**config.mk**
```make
export PLATFORM = sky130hd
export DESIGN_NAME = free_list_pool_allocator_flat
export DESIGN_NICKNAME = d
export VERILOG_FILES = /design/src/rtl/fla_pkg.sv /design/src/rtl/fla_if.sv /design/src/rtl/free_list_pool_allocator.sv /design/src/rtl/fla_fit_unit.sv /design/src/flat_wrapper.sv
export VERILOG_INCLUDE_DIRS = /design/src /design/src/rtl
export SDC_FILE = /design/constraint.sdc
export NUM_CORES = 2
export LEC_CHECK = 0
export BUFFER_PORTS_ARGS = -buffer_cell sky130_fd_sc_hd__buf_2
export CAP_MARGIN = 20
export CORE_MARGIN = 10
export CORE_UTILIZATION = 35
export DETAILED_ROUTE_END_ITERATION = 8
export PLACE_DENSITY = 0.54
export SLEW_MARGIN = 20
export SYNTH_ARGS = -nofsm -noshare
export SYNTH_HDL_FRONTEND = slang
export SYNTH_SLANG_ARGS = --single-unit
export TNS_END_PERCENT = 10
```
**constraint.sdc**
```tcl
create_clock -name clk -period 9.6 [get_ports clk]
set_clock_uncertainty 0.2 [all_clocks]
set_input_delay 1.92 -clock clk [delete_from_list [all_inputs] [get_ports clk]]
set_output_delay 1.92 -clock clk [all_outputs]
set_load 0.02 [all_outputs]
```
**src/rtl/free_list_pool_allocator_assert.svh**
```systemverilog
// Assertion macros for the free-list pool allocator.
`ifndef FREE_LIST_POOL_ALLOCATOR_ASSERT_SVH
`define FREE_LIST_POOL_ALLOCATOR_ASSERT_SVH
`ifndef SYNTHESIS
`define FLA_ASSERT_SAME(lbl, clk, rstn, ante, cons) \
  lbl: assert property (@(posedge clk) disable iff (!rstn) (ante) |-> (cons)) \
    else $error("fla assertion failed");
`define FLA_ASSERT_NEXT(lbl, clk, rstn, ante, cons) \
  lbl: assert property (@(posedge clk) disable iff (!rstn) (ante) |=> (cons)) \
    else $error("fla assertion failed");
`else
`define FLA_ASSERT_SAME(lbl, clk, rstn, ante, cons)
`define FLA_ASSERT_NEXT(lbl, clk, rstn, ante, cons)
`endif
`endif

```
**src/rtl/fla_pkg.sv**
```systemverilog
// Shared constants and codes for the free-list pool allocator.
package fla_pkg;
  localparam int POOL_BYTES_DEF   = 65536;
  localparam int MAX_SEGMENTS_DEF = 32;
  localparam int MAX_RECORDS_DEF  = 32;
  localparam int HEADER_BYTES_DEF = 16;
  localparam int NODE_BYTES_DEF   = 16;
  localparam int MIN_ALIGN_LOG2   = 3;
  localparam int MAX_ALIGN_LOG2   = 12;

  localparam logic [1:0] OP_ALLOC = 2'd0;
  localparam logic [1:0] OP_FREE  = 2'd1;
  localparam logic [1:0] OP_RESET = 2'd2;

  localparam logic [2:0] ST_OK      = 3'd0;
  localparam logic [2:0] ST_NOFIT   = 3'd1;
  localparam logic [2:0] ST_BAD     = 3'd2;
  localparam logic [2:0] ST_UNKNOWN = 3'd3;
  localparam logic [2:0] ST_FULL    = 3'd4;
endpackage

```
**src/rtl/fla_if.sv**
```systemverilog
// Channel interfaces: request, result and configuration write.
interface fla_in_if;
  logic        valid;
  logic        ready;
  logic [1:0]  opcode;
  logic [15:0] request_size;
  logic [3:0]  align_log2;
  logic [15:0] data_address;
  modport source (output valid, opcode, request_size, align_log2, data_address, input ready);
  modport sink (input valid, opcode, request_size, align_log2, data_address, output ready);
endinterface

interface fla_out_if;
  logic        valid;
  logic        ready;
  logic [2:0]  status;
  logic [15:0] result_address;
  logic [16:0] used_bytes;
  logic [16:0] peak_bytes;
  modport source (output valid, status, result_address, used_bytes, peak_bytes, input ready);
  modport sink (input valid, status, result_address, used_bytes, peak_bytes, output ready);
endinterface

interface fla_cfg_if;
  logic valid;
  logic ready;
  logic data;
  modport source (output valid, data, input ready);
  modport sink (input valid, data, output ready);
endinterface

```
**src/rtl/free_list_pool_allocator.sv**
```systemverilog
// Free-list pool allocator: one request at a time, tables walked one entry a cycle.
//
// Keeps the free space of a pool as an address-sorted table of free segments and each live
// allocation as a record (data address, length with padding, padding). An allocate walks the
// segment table with one shared fit evaluator, first fit or best fit per policy_r, then
// splits or removes the chosen segment. A free walks the records for the address, walks the
// segments for the insert position and merges with either neighbor, shifting the table one
// entry a cycle where an entry is removed or inserted. Every request gives one result with
// used and peak byte totals. The segment table has one read port, so table steps go one entry
// a cycle. in_ch.ready is high only while idle; the result sits in an output register, and a
// new request is taken while it waits.
module free_list_pool_allocator #(
  parameter int POOL_BYTES   = fla_pkg::POOL_BYTES_DEF,
  parameter int MAX_SEGMENTS = fla_pkg::MAX_SEGMENTS_DEF,
  parameter int MAX_RECORDS  = fla_pkg::MAX_RECORDS_DEF,
  parameter int HEADER_BYTES = fla_pkg::HEADER_BYTES_DEF,
  parameter int NODE_BYTES   = fla_pkg::NODE_BYTES_DEF
) (
  input logic clk,
  input logic rst_n,
  fla_cfg_if.sink   cfg_ch,
  fla_in_if.sink    in_ch,
  fla_out_if.source out_ch
);
  import fla_pkg::*;
  `include "free_list_pool_allocator_assert.svh"

  localparam int SW = $clog2(MAX_SEGMENTS);     // segment index
  localparam int CW = $clog2(MAX_SEGMENTS + 1); // segment count / position
  localparam int RW = $clog2(MAX_RECORDS);      // record index

  localparam logic [3:0] S_IDLE    = 4'd0;
  localparam logic [3:0] S_AFIT    = 4'd1;
  localparam logic [3:0] S_ACOMMIT = 4'd2;
  localparam logic [3:0] S_FFIND   = 4'd3;
  localparam logic [3:0] S_FPOS    = 4'd4;
  localparam logic [3:0] S_SHL     = 4'd5;
  localparam logic [3:0] S_SHR     = 4'd6;
  localparam logic [3:0] S_DONE    = 4'd7;

  // tables
  logic [15:0] seg_start_r [MAX_SEGMENTS];
  logic [16:0] seg_len_r   [MAX_SEGMENTS];
  logic [15:0] rec_addr_r  [MAX_RECORDS];
  logic [16:0] rec_len_r   [MAX_RECORDS];
  logic [12:0] rec_pad_r   [MAX_RECORDS];
  logic [MAX_RECORDS-1:0] rec_valid_r;

  // control and working registers
  logic [3:0]  state_r, state_nxt;
  logic        policy_r;
  logic [15:0] size_r, size_nxt;
  logic [3:0]  lg_r, lg_nxt;
  logic [15:0] daddr_r, daddr_nxt;
  logic [CW-1:0] count_r, count_nxt;
  logic [CW-1:0] idx_r, idx_nxt;
  logic [CW-1:0] j_r, j_nxt;
  logic [CW-1:0] found_r, found_nxt;
  logic        found_v_r, found_v_nxt;
  logic [12:0] pad_r, pad_nxt;
  logic [16:0] best_r, best_nxt;
  logic [RW-1:0] slot_r, slot_nxt;
  logic [RW-1:0] rr_r, rr_nxt;
  logic [15:0] fs_r, fs_nxt;
  logic [16:0] flen_r, flen_nxt;
  logic [16:0] prev_end_r, prev_end_nxt;
  logic [16:0] prev_len_r, prev_len_nxt;
  logic [16:0] used_r, used_nxt;
  logic [16:0] peak_r, peak_nxt;
  logic [2:0]  status_r, status_nxt;
  logic [15:0] addr_r, addr_nxt;
  logic        out_valid_r, out_valid_nxt;
  logic [2:0]  out_status_r;
  logic [15:0] out_addr_r;
  logic [16:0] out_used_r, out_peak_r;
  logic        out_load;

  // segment table read and write port
  logic [CW-1:0] rd_idx;
  logic [15:0]   rd_start;
  logic [16:0]   rd_len;
  logic          seg_we_start, seg_we_len;
  logic [SW-1:0] seg_wa;
  logic [15:0]   seg_ws;
  logic [16:0]   seg_wl;
  logic          pool_clear;

  // record port
  logic          rec_we, rec_clr;
  logic [15:0]   rec_wa_data;
  logic [16:0]   rec_wl;
  logic [RW-1:0] free_slot;
  logic          free_any;

  // fit evaluator
  logic        fit;
  logic [12:0] fit_pad;
  logic [16:0] fit_diff;

  // working values
  logic [16:0] need;
  logic [16:0] rest;
  logic        join_next, join_prev;
  logic [SW-1:0] pm1;
  logic        in_xfer;

  assign in_xfer      = in_ch.valid && in_ch.ready;
  assign in_ch.ready  = (state_r == S_IDLE);
  assign cfg_ch.ready = 1'b1;

  assign rd_start = (rd_idx < CW'(MAX_SEGMENTS)) ? seg_start_r[rd_idx[SW-1:0]] : '0;
  assign rd_len   = (rd_idx < CW'(MAX_SEGMENTS)) ? seg_len_r[rd_idx[SW-1:0]]   : '0;

  fla_fit_unit #(.HEADER_BYTES(HEADER_BYTES)) u_fit (
    .seg_start (rd_start),
    .seg_len   (rd_len),
    .size      (size_r),
    .lg        (lg_r),
    .fit       (fit),
    .pad       (fit_pad),
    .diff      (fit_diff)
  );

  // lowest free record slot
  always_comb begin
    free_slot = '0;
    for (int k = MAX_RECORDS - 1; k >= 0; k--) begin
      if (!rec_valid_r[k]) begin
        free_slot = RW'(k);
      end
    end
    free_any = ~&rec_valid_r;
  end

  assign need      = 17'(size_r) + 17'(pad_r);
  assign rest      = rd_len - need;
  assign join_next = (idx_r < count_r) && ((17'(fs_r) + flen_r) == 17'(rd_start));
  assign join_prev = (idx_r != '0) && (prev_end_r == 17'(fs_r));
  assign pm1       = SW'(idx_r - CW'(1));

  always_comb begin
    state_nxt    = state_r;
    size_nxt     = size_r;
    lg_nxt       = lg_r;
    daddr_nxt    = daddr_r;
    count_nxt    = count_r;
    idx_nxt      = idx_r;
    j_nxt        = j_r;
    found_nxt    = found_r;
    found_v_nxt  = found_v_r;
    pad_nxt      = pad_r;
    best_nxt     = best_r;
    slot_nxt     = slot_r;
    rr_nxt       = rr_r;
    fs_nxt       = fs_r;
    flen_nxt     = flen_r;
    prev_end_nxt = prev_end_r;
    prev_len_nxt = prev_len_r;
    used_nxt     = used_r;
    peak_nxt     = peak_r;
    status_nxt   = status_r;
    addr_nxt     = addr_r;
    rd_idx       = idx_r;
    seg_we_start = 1'b0;
    seg_we_len   = 1'b0;
    seg_wa       = '0;
    seg_ws       = '0;
    seg_wl       = '0;
    pool_clear   = 1'b0;
    rec_we       = 1'b0;
    rec_clr      = 1'b0;
    rec_wa_data  = '0;
    rec_wl       = '0;
    out_load     = 1'b0;

    case (state_r)
      S_IDLE: begin
        if (in_xfer) begin
          size_nxt  = in_ch.request_size;
          lg_nxt    = in_ch.align_log2;
          daddr_nxt = in_ch.data_address;
          addr_nxt  = '0;
          state_nxt = S_DONE;
          case (in_ch.opcode)
            OP_ALLOC: begin
              if (in_ch.request_size <= 16'(NODE_BYTES) ||
                  in_ch.align_log2 < 4'(MIN_ALIGN_LOG2) ||
                  in_ch.align_log2 > 4'(MAX_ALIGN_LOG2)) begin
                status_nxt = ST_BAD;
              end else if (!free_any) begin
                status_nxt = ST_FULL;
              end else begin
                slot_nxt    = free_slot;
                idx_nxt     = '0;
                found_v_nxt = 1'b0;
                state_nxt   = S_AFIT;
              end
            end
            OP_FREE: begin
              rr_nxt    = '0;
              state_nxt = S_FFIND;
            end
            OP_RESET: begin
              pool_clear = 1'b1;
              count_nxt  = CW'(1);
              used_nxt   = '0;
              peak_nxt   = '0;
              status_nxt = ST_OK;
            end
            default: begin
              status_nxt = ST_BAD;
            end
          endcase
        end
      end

      S_AFIT: begin
        rd_idx = idx_r;
        if (idx_r < count_r) begin
          idx_nxt = idx_r + CW'(1);
          if (fit) begin
            if (!policy_r) begin
              found_nxt   = idx_r;
              pad_nxt     = fit_pad;
              found_v_nxt = 1'b1;
              state_nxt   = S_ACOMMIT;
            end else if (!found_v_r || fit_diff < best_r) begin
              found_nxt   = idx_r;
              pad_nxt     = fit_pad;
              best_nxt    = fit_diff;
              found_v_nxt = 1'b1;
            end
          end
        end else if (found_v_r) begin
          state_nxt = S_ACOMMIT;
        end else begin
          status_nxt = ST_NOFIT;
          state_nxt  = S_DONE;
        end
      end

      S_ACOMMIT: begin
        rd_idx      = found_r;
        rec_we      = 1'b1;
        rec_wa_data = rd_start + 16'(pad_r);
        rec_wl      = need;
        used_nxt    = used_r + need;
        peak_nxt    = (used_nxt > peak_r) ? used_nxt : peak_r;
        addr_nxt    = rd_start + 16'(pad_r);
        status_nxt  = ST_OK;
        if (rest != '0) begin
          seg_we_start = 1'b1;
          seg_we_len   = 1'b1;
          seg_wa       = found_r[SW-1:0];
          seg_ws       = rd_start + need[15:0];
          seg_wl       = rest;
          state_nxt    = S_DONE;
        end else begin
          j_nxt     = found_r;
          state_nxt = S_SHL;
        end
      end

      // remove entry j: pull later entries down one a cycle
      S_SHL: begin
        rd_idx = j_r + CW'(1);
        if ((j_r + CW'(1)) < count_r) begin
          seg_we_start = 1'b1;
          seg_we_len   = 1'b1;
          seg_wa       = j_r[SW-1:0];
          seg_ws       = rd_start;
          seg_wl       = rd_len;
          j_nxt        = j_r + CW'(1);
        end else begin
          count_nxt = count_r - CW'(1);
          state_nxt = S_DONE;
        end
      end

      S_FFIND: begin
        if (rec_valid_r[rr_r] && rec_addr_r[rr_r] == daddr_r) begin
          slot_nxt  = rr_r;
          fs_nxt    = rec_addr_r[rr_r] - 16'(rec_pad_r[rr_r]);
          flen_nxt  = rec_len_r[rr_r];
          idx_nxt   = '0;
          state_nxt = S_FPOS;
        end else if (rr_r == RW'(MAX_RECORDS - 1)) begin
          status_nxt = ST_UNKNOWN;
          state_nxt  = S_DONE;
        end else begin
          rr_nxt = rr_r + RW'(1);
        end
      end

      S_FPOS: begin
        rd_idx = idx_r;
        if (idx_r < count_r && rd_start < fs_r) begin
          prev_end_nxt = 17'(rd_start) + rd_len;
          prev_len_nxt = rd_len;
          idx_nxt      = idx_r + CW'(1);
        end else if (!join_prev && !join_next && count_r == CW'(MAX_SEGMENTS)) begin
          status_nxt = ST_FULL;
          state_nxt  = S_DONE;
        end else begin
          // region goes back: drop the record and the bytes
          rec_clr    = 1'b1;
          used_nxt   = (flen_r > used_r) ? '0 : used_r - flen_r;
          status_nxt = ST_OK;
          if (join_prev && join_next) begin
            seg_we_len = 1'b1;
            seg_wa     = pm1;
            seg_wl     = prev_len_r + flen_r + rd_len;
            j_nxt      = idx_r;
            state_nxt  = S_SHL;
          end else if (join_prev) begin
            seg_we_len = 1'b1;
            seg_wa     = pm1;
            seg_wl     = prev_len_r + flen_r;
            state_nxt  = S_DONE;
          end else if (join_next) begin
            seg_we_start = 1'b1;
            seg_we_len   = 1'b1;
            seg_wa       = idx_r[SW-1:0];
            seg_ws       = fs_r;
            seg_wl       = rd_len + flen_r;
            state_nxt    = S_DONE;
          end else begin
            j_nxt     = count_r;
            state_nxt = S_SHR;
          end
        end
      end

      // open a hole at idx: push entries up one a cycle, then fill it
      S_SHR: begin
        rd_idx = j_r - CW'(1);
        seg_we_start = 1'b1;
        seg_we_len   = 1'b1;
        if (j_r > idx_r) begin
          seg_wa = j_r[SW-1:0];
          seg_ws = rd_start;
          seg_wl = rd_len;
          j_nxt  = j_r - CW'(1);
        end else begin
          seg_wa    = idx_r[SW-1:0];
          seg_ws    = fs_r;
          seg_wl    = flen_r;
          count_nxt = count_r + CW'(1);
          state_nxt = S_DONE;
        end
      end

      S_DONE: begin
        if (!out_valid_r || out_ch.ready) begin
          out_load  = 1'b1;
          state_nxt = S_IDLE;
        end
      end

      default: begin
        state_nxt = S_IDLE;
      end
    endcase
  end

  assign out_valid_nxt = out_load ? 1'b1 : (out_valid_r && !out_ch.ready);

  always_ff @(posedge clk) begin
    if (!rst_n) begin
      state_r     <= S_IDLE;
      policy_r    <= 1'b0;
      count_r     <= CW'(1);
      used_r      <= '0;
      peak_r      <= '0;
      out_valid_r <= 1'b0;
      rec_valid_r <= '0;
      found_v_r   <= 1'b0;
    end else begin
      state_r     <= state_nxt;
      count_r     <= count_nxt;
      used_r      <= used_nxt;
      peak_r      <= peak_nxt;
      out_valid_r <= out_valid_nxt;
      found_v_r   <= found_v_nxt;
      if (cfg_ch.valid && cfg_ch.ready) begin
        policy_r <= cfg_ch.data;
      end
      if (pool_clear) begin
        rec_valid_r <= '0;
      end else if (rec_we) begin
        rec_valid_r[slot_r] <= 1'b1;
      end else if (rec_clr) begin
        rec_valid_r[slot_r] <= 1'b0;
      end
    end
  end

  // working payload
  always_ff @(posedge clk) begin
    size_r     <= size_nxt;
    lg_r       <= lg_nxt;
    daddr_r    <= daddr_nxt;
    idx_r      <= idx_nxt;
    j_r        <= j_nxt;
    found_r    <= found_nxt;
    pad_r      <= pad_nxt;
    best_r     <= best_nxt;
    slot_r     <= slot_nxt;
    rr_r       <= rr_nxt;
    fs_r       <= fs_nxt;
    flen_r     <= flen_nxt;
    prev_end_r <= prev_end_nxt;
    prev_len_r <= prev_len_nxt;
    status_r   <= status_nxt;
    addr_r     <= addr_nxt;
    if (out_load) begin
      out_status_r <= status_r;
      out_addr_r   <= addr_r;
      out_used_r   <= used_r;
      out_peak_r   <= peak_r;
    end
  end

  // segment table; reset and pool reset restore one whole segment at entry 0
  always_ff @(posedge clk) begin
    if (!rst_n || pool_clear) begin
      seg_start_r[0] <= '0;
      seg_len_r[0]   <= 17'(POOL_BYTES);
    end else begin
      if (seg_we_start) begin
        seg_start_r[seg_wa] <= seg_ws;
      end
      if (seg_we_len) begin
        seg_len_r[seg_wa] <= seg_wl;
      end
    end
  end

  // record table
  always_ff @(posedge clk) begin
    if (rec_we) begin
      rec_addr_r[slot_r] <= rec_wa_data;
      rec_len_r[slot_r]  <= rec_wl;
      rec_pad_r[slot_r]  <= pad_r;
    end
  end

  assign out_ch.valid          = out_valid_r;
  assign out_ch.status         = out_status_r;
  assign out_ch.result_address = out_addr_r;
  assign out_ch.used_bytes     = out_used_r;
  assign out_ch.peak_bytes     = out_peak_r;

  `FLA_ASSERT_SAME(a_count_bound, clk, rst_n, 1'b1, count_r <= CW'(MAX_SEGMENTS))
  `FLA_ASSERT_SAME(a_used_le_peak, clk, rst_n, out_valid_r, out_used_r <= out_peak_r)
  `FLA_ASSERT_NEXT(a_busy_after_xfer, clk, rst_n, in_xfer, state_r != S_IDLE)
endmodule

```
**src/rtl/fla_fit_unit.sv**
```systemverilog
// Fit evaluator: padding, needed bytes and leftover for one free segment.
module fla_fit_unit #(
  parameter int HEADER_BYTES = fla_pkg::HEADER_BYTES_DEF
) (
  input  logic [15:0] seg_start,
  input  logic [16:0] seg_len,
  input  logic [15:0] size,
  input  logic [3:0]  lg,
  output logic        fit,
  output logic [12:0] pad,
  output logic [16:0] diff
);
  logic [16:0] hdr_end;
  logic [16:0] mask;
  logic [16:0] pad_w;
  logic [16:0] need;

  assign hdr_end = 17'(seg_start) + 17'(HEADER_BYTES);
  assign mask    = (17'd1 << lg) - 17'd1;
  assign pad_w   = 17'(HEADER_BYTES) + ((~hdr_end + 17'd1) & mask);
  assign pad     = pad_w[12:0];
  assign need    = 17'(size) + pad_w;
  assign fit     = seg_len >= need;
  assign diff    = seg_len - need;
endmodule
```
**src/flat_wrapper.sv**
```systemverilog
// flat-port wrapper written by rule: the top's interface ports become plain ports
module free_list_pool_allocator_flat import fla_pkg::*;
#(
  parameter int POOL_BYTES   = fla_pkg::POOL_BYTES_DEF,
  parameter int MAX_SEGMENTS = fla_pkg::MAX_SEGMENTS_DEF,
  parameter int MAX_RECORDS  = fla_pkg::MAX_RECORDS_DEF,
  parameter int HEADER_BYTES = fla_pkg::HEADER_BYTES_DEF,
  parameter int NODE_BYTES   = fla_pkg::NODE_BYTES_DEF
)
  (clk, rst_n, cfg_ch_valid, cfg_ch_data, cfg_ch_ready, in_ch_valid, in_ch_opcode, in_ch_request_size, in_ch_align_log2, in_ch_data_address, in_ch_ready, out_ch_valid, out_ch_status, out_ch_result_address, out_ch_used_bytes, out_ch_peak_bytes, out_ch_ready);
  fla_cfg_if cfg_ch_i ();
  fla_in_if in_ch_i ();
  fla_out_if out_ch_i ();
  input logic clk;
  input logic rst_n;
  input wire logic [$bits(cfg_ch_i.valid)-1:0] cfg_ch_valid;
  input wire logic [$bits(cfg_ch_i.data)-1:0] cfg_ch_data;
  output wire logic [$bits(cfg_ch_i.ready)-1:0] cfg_ch_ready;
  input wire logic [$bits(in_ch_i.valid)-1:0] in_ch_valid;
  input wire logic [$bits(in_ch_i.opcode)-1:0] in_ch_opcode;
  input wire logic [$bits(in_ch_i.request_size)-1:0] in_ch_request_size;
  input wire logic [$bits(in_ch_i.align_log2)-1:0] in_ch_align_log2;
  input wire logic [$bits(in_ch_i.data_address)-1:0] in_ch_data_address;
  output wire logic [$bits(in_ch_i.ready)-1:0] in_ch_ready;
  output wire logic [$bits(out_ch_i.valid)-1:0] out_ch_valid;
  output wire logic [$bits(out_ch_i.status)-1:0] out_ch_status;
  output wire logic [$bits(out_ch_i.result_address)-1:0] out_ch_result_address;
  output wire logic [$bits(out_ch_i.used_bytes)-1:0] out_ch_used_bytes;
  output wire logic [$bits(out_ch_i.peak_bytes)-1:0] out_ch_peak_bytes;
  input wire logic [$bits(out_ch_i.ready)-1:0] out_ch_ready;
  assign cfg_ch_i.valid = cfg_ch_valid;
  assign cfg_ch_i.data = cfg_ch_data;
  assign cfg_ch_ready = cfg_ch_i.ready;
  assign in_ch_i.valid = in_ch_valid;
  assign in_ch_i.opcode = in_ch_opcode;
  assign in_ch_i.request_size = in_ch_request_size;
  assign in_ch_i.align_log2 = in_ch_align_log2;
  assign in_ch_i.data_address = in_ch_data_address;
  assign in_ch_ready = in_ch_i.ready;
  assign out_ch_valid = out_ch_i.valid;
  assign out_ch_status = out_ch_i.status;
  assign out_ch_result_address = out_ch_i.result_address;
  assign out_ch_used_bytes = out_ch_i.used_bytes;
  assign out_ch_peak_bytes = out_ch_i.peak_bytes;
  assign out_ch_i.ready = out_ch_ready;
  free_list_pool_allocator #(.POOL_BYTES(POOL_BYTES), .MAX_SEGMENTS(MAX_SEGMENTS), .MAX_RECORDS(MAX_RECORDS), .HEADER_BYTES(HEADER_BYTES), .NODE_BYTES(NODE_BYTES)) u_core (.clk(clk), .rst_n(rst_n), .cfg_ch(cfg_ch_i), .in_ch(in_ch_i), .out_ch(out_ch_i));
endmodule
```
==> flow_summary.ini <==
[run_status]
outcome = completed

[floorplanning]
io_pins = 100
core_mm2 = 0.353
fp.dieH_um = 615
placementRows = 218
die_width_um = 615
start_util_pct = 35.1
dieArea_mm2 = 0.378

[critical_path]
crit_slowest_cell = or4b_1
crit_required_ps = 9950
cp.arrival_ps = 9530
cpPeakStageDelay_ps = 550
worstRegToRegCells = 37
crit_type = reg2reg
path_max_fanout = 20
crit_top_cell = ha_1
worst-path-buf-inv = 7
r2r-start = u_core.state_r[0]$_SDFFE_PN0P_
timing.rr.end = u_core.best_r[14]$_DFFE_PP_
cp-end-kind = flip-flop
critPathTopFamily = compound AO/OA/AOI/OAI gates
rrSetupSlack_ps = 420
worstSetupStartpointType = flip-flop

[min_path]
holdPathStages = 0
whs_endpoint = u_core.out_ch.result_address[15]$_DFFE_PP_
hp-class = reg2reg
hold_start = u_core.addr_r[15]$_DFFE_PP_

[sta]
max_freq_ghz = 0.109
drv_slew = 0
final.period_utilization_pct = 95.6
holdWs_ps = 221
setup_tns_ps = 0
period_needed_ps = 9180
hold_viol_final = 0
worst_pin_slew_ps = 1190
setup_viol = 0
relSlewSlack_pct = 20.0

[logic_synthesis]
synthesis.area_mm2 = 0.124
ys_seq_area_share_pct = 68.2
synth_edf_count = 2761
async_flop_share_pct = 0
yosysMostFrequentCell = edfxtp_1
ys_warn_count = 0
yosysTopAreaCell = edfxtp_1
yosys.area.top_type_share_pct = 66.9
synth.distinct_cells = 103
ys.flop_type = edfxtp_1
netlist_top_cells_count = edfxtp_1, nand2_1, nand3_1, nor2_1, mux4_2
synthCells = 8410
synth-seq-cells = 2844
synth_nets = 8765
syn_avg_cell_area_um2 = 14.7
synth_area_leaders = edfxtp_1, mux4_2, nand2_1

[cts]
clkTransAtPathRegs_ps = 60
clock_latency_ps = 890
ctsHoldBuffers = 0
cts-root-buf = clkbuf_16
ctsLongestPathBuffers = 4
cts_sinks = 2844
cts_tree = built
cts_buffers = 299
htreeDepth = 5

[final_layout]
nets = 9368
fillers = 32100
syn_to_final_growth_pct = 17.1
drive_gt1_share_pct = 19.3

[grt]
antenna_found_initial = 19
grt_max_degree = 108
grt_pass1_wl_um = 558000
grt_use_total_pct = 19.9
met3_usage_pct = 2.95
gr-max-usage-layer = met2
met2_usage_pct = 33.2
grt_pass1_vias = 75600
met1_usage_pct = 26.8
grt.overflow.total = 0

[route]
vias_per_cell = 5.52
drtPass1Iterations = 9
ant_nets = 0
drcViolationCount = 0
wl_per_cell_um = 28.1
wirelength_um = 392000
vias = 77100
drt_iter0_markers = 8160

[place]
dp_hpwl_um = 245000
place_congestion = 0.914
io_buffers = 98

[flow_run]
cap_violations = 0
-- stage by stage --
stage               cells  utilization (%)  area [um2]  worst slack [ps]
finish              14000             41.2      145000               422
CTS                 13900             41.0      145000              40.1
detailed placement  13400             38.4      136000             -31.1
global route        14000             41.2      145000             -9.84
floorplan            8410                -      124000             -61.4
global placement    13400             38.4      136000              12.6
-- timing repair --
item / 4_1_cts / 5_1_grt
gates cloned: 0 / 1
pin swaps: 0 / 6
setup buffers: 0 / 19
gates resized for setup: 2 / 30
endpoints found under the setup margin: 391 / 1079
-- registers in the layout (all words and copies together) (netlist names), 17 cells and up, named ones only --
| signal | flops |
|---|---|
| u_core.used_r | 17 |
| u_core.rec_addr_r | 512 |
| u_core.flen_r | 17 |
| u_core.prev_end_r | 17 |
| u_core.seg_len_r | 544 |
| u_core.rec_pad_r | 416 |
| u_core.best_r | 17 |
| u_core.out_ch.peak_bytes | 17 |
| u_core.peak_r | 17 |
| u_core.rec_len_r | 544 |
| u_core.seg_start_r | 512 |
| u_core.out_ch.used_bytes | 17 |
| u_core.prev_len_r | 17 |
-- layout by cell type (no fill, tap or decap), drive strengths merged, types with 65 or more instances in the layout --
cell	count
inv	243
edfxtp	2761
mux4	366
o21ai	234
mux2i	223
ha	296
nand3	524
xor2	71
nor2	429
nand2	1087
a21oi	353
xnor2	197
clkbuf	376
buf	726
dfxtp	83
nor3	65
clkinv	123
-- how the worst max path moves through the flow --
stage	start	end	slack, ps	depth (start not counted)
CTS	u_core.state_r[1]$_SDFFE_PN0P_	u_core.best_r[15]$_DFFE_PP_	40	38
global placement	u_core.state_r[1]$_SDFFE_PN0P_	u_core.seg_len_r[1][12]$_DFFE_PP_	10	31
floorplan	u_core.j_r[0]$_DFFE_PP_	u_core.best_r[0]$_DFFE_PP_	-60	36
detailed placement	u_core.state_r[1]$_SDFFE_PN0P_	u_core.seg_start_r[3][4]$_DFFE_PP_	-30	30
global route	u_core.j_r[1]$_DFFE_PP_	u_core.state_r[2]$_SDFFE_PN0P_	-10	41
finish	u_core.state_r[0]$_SDFFE_PN0P_	u_core.best_r[14]$_DFFE_PP_	420	37
-- final cells by class --
| type | instances | area, um2 | share of cell area [%] |
|---|---|---|---|
| timing repair buffer | 727 | 6950 | 4.79 |
| clock inverter | 147 | 1120 | 0.775 |
| clock buffer | 376 | 7970 | 5.49 |
| inverter | 239 | 897 | 0.618 |
| tap | 4730 | 5920 | 4.08 |
| sequential | 2844 | 84600 | 58.3 |
| antenna | 10 | 25.0 | 0.0172 |
| multi-input combinational | 4902 | 37700 | 26.0 |
-- kinds of logic (layout without fill, tap and decap cells) --
family | count (synthesis) | in the layout | share of synthesized area, %
flops | 2844 | 2844 | 68.2
buf+inv | 665 | 1489 | 2.16
xor+xnor | 268 | 268 | 1.90
mux | 625 | 625 | 8.78
compound gates | 1301 | 1301 | 7.08
simple gates | 2395 | 2396 | 8.60
fa+ha+maj | 311 | 311 | 3.23
other cells | 1 | 11 | 0.00303
-- layer usage --
metal | vias up | part of all wire, %
li1 | 33700 | -
met4 | 0 | 3.4
met2 | 2876 | 48
met5 | - | 0
met3 | 578 | 6.3
met1 | 40000 | 42
-- worst register-to-register path, delay by kind of cell, from the launching register on --
| family | cells | cell delay (ps) |
|---|---|---|
| flops | 1 | 350 |
| simple gates | 8 | 2060 |
| fa+ha+maj | 5 | 1410 |
| buf+inv | 7 | 990 |
| compound gates | 14 | 2920 |
| mux | 1 | 480 |
| xor+xnor | 2 | 500 |
Power is not shown: default switching activity piles up to over one toggle a cycle in this logic, so the estimate is an artifact.
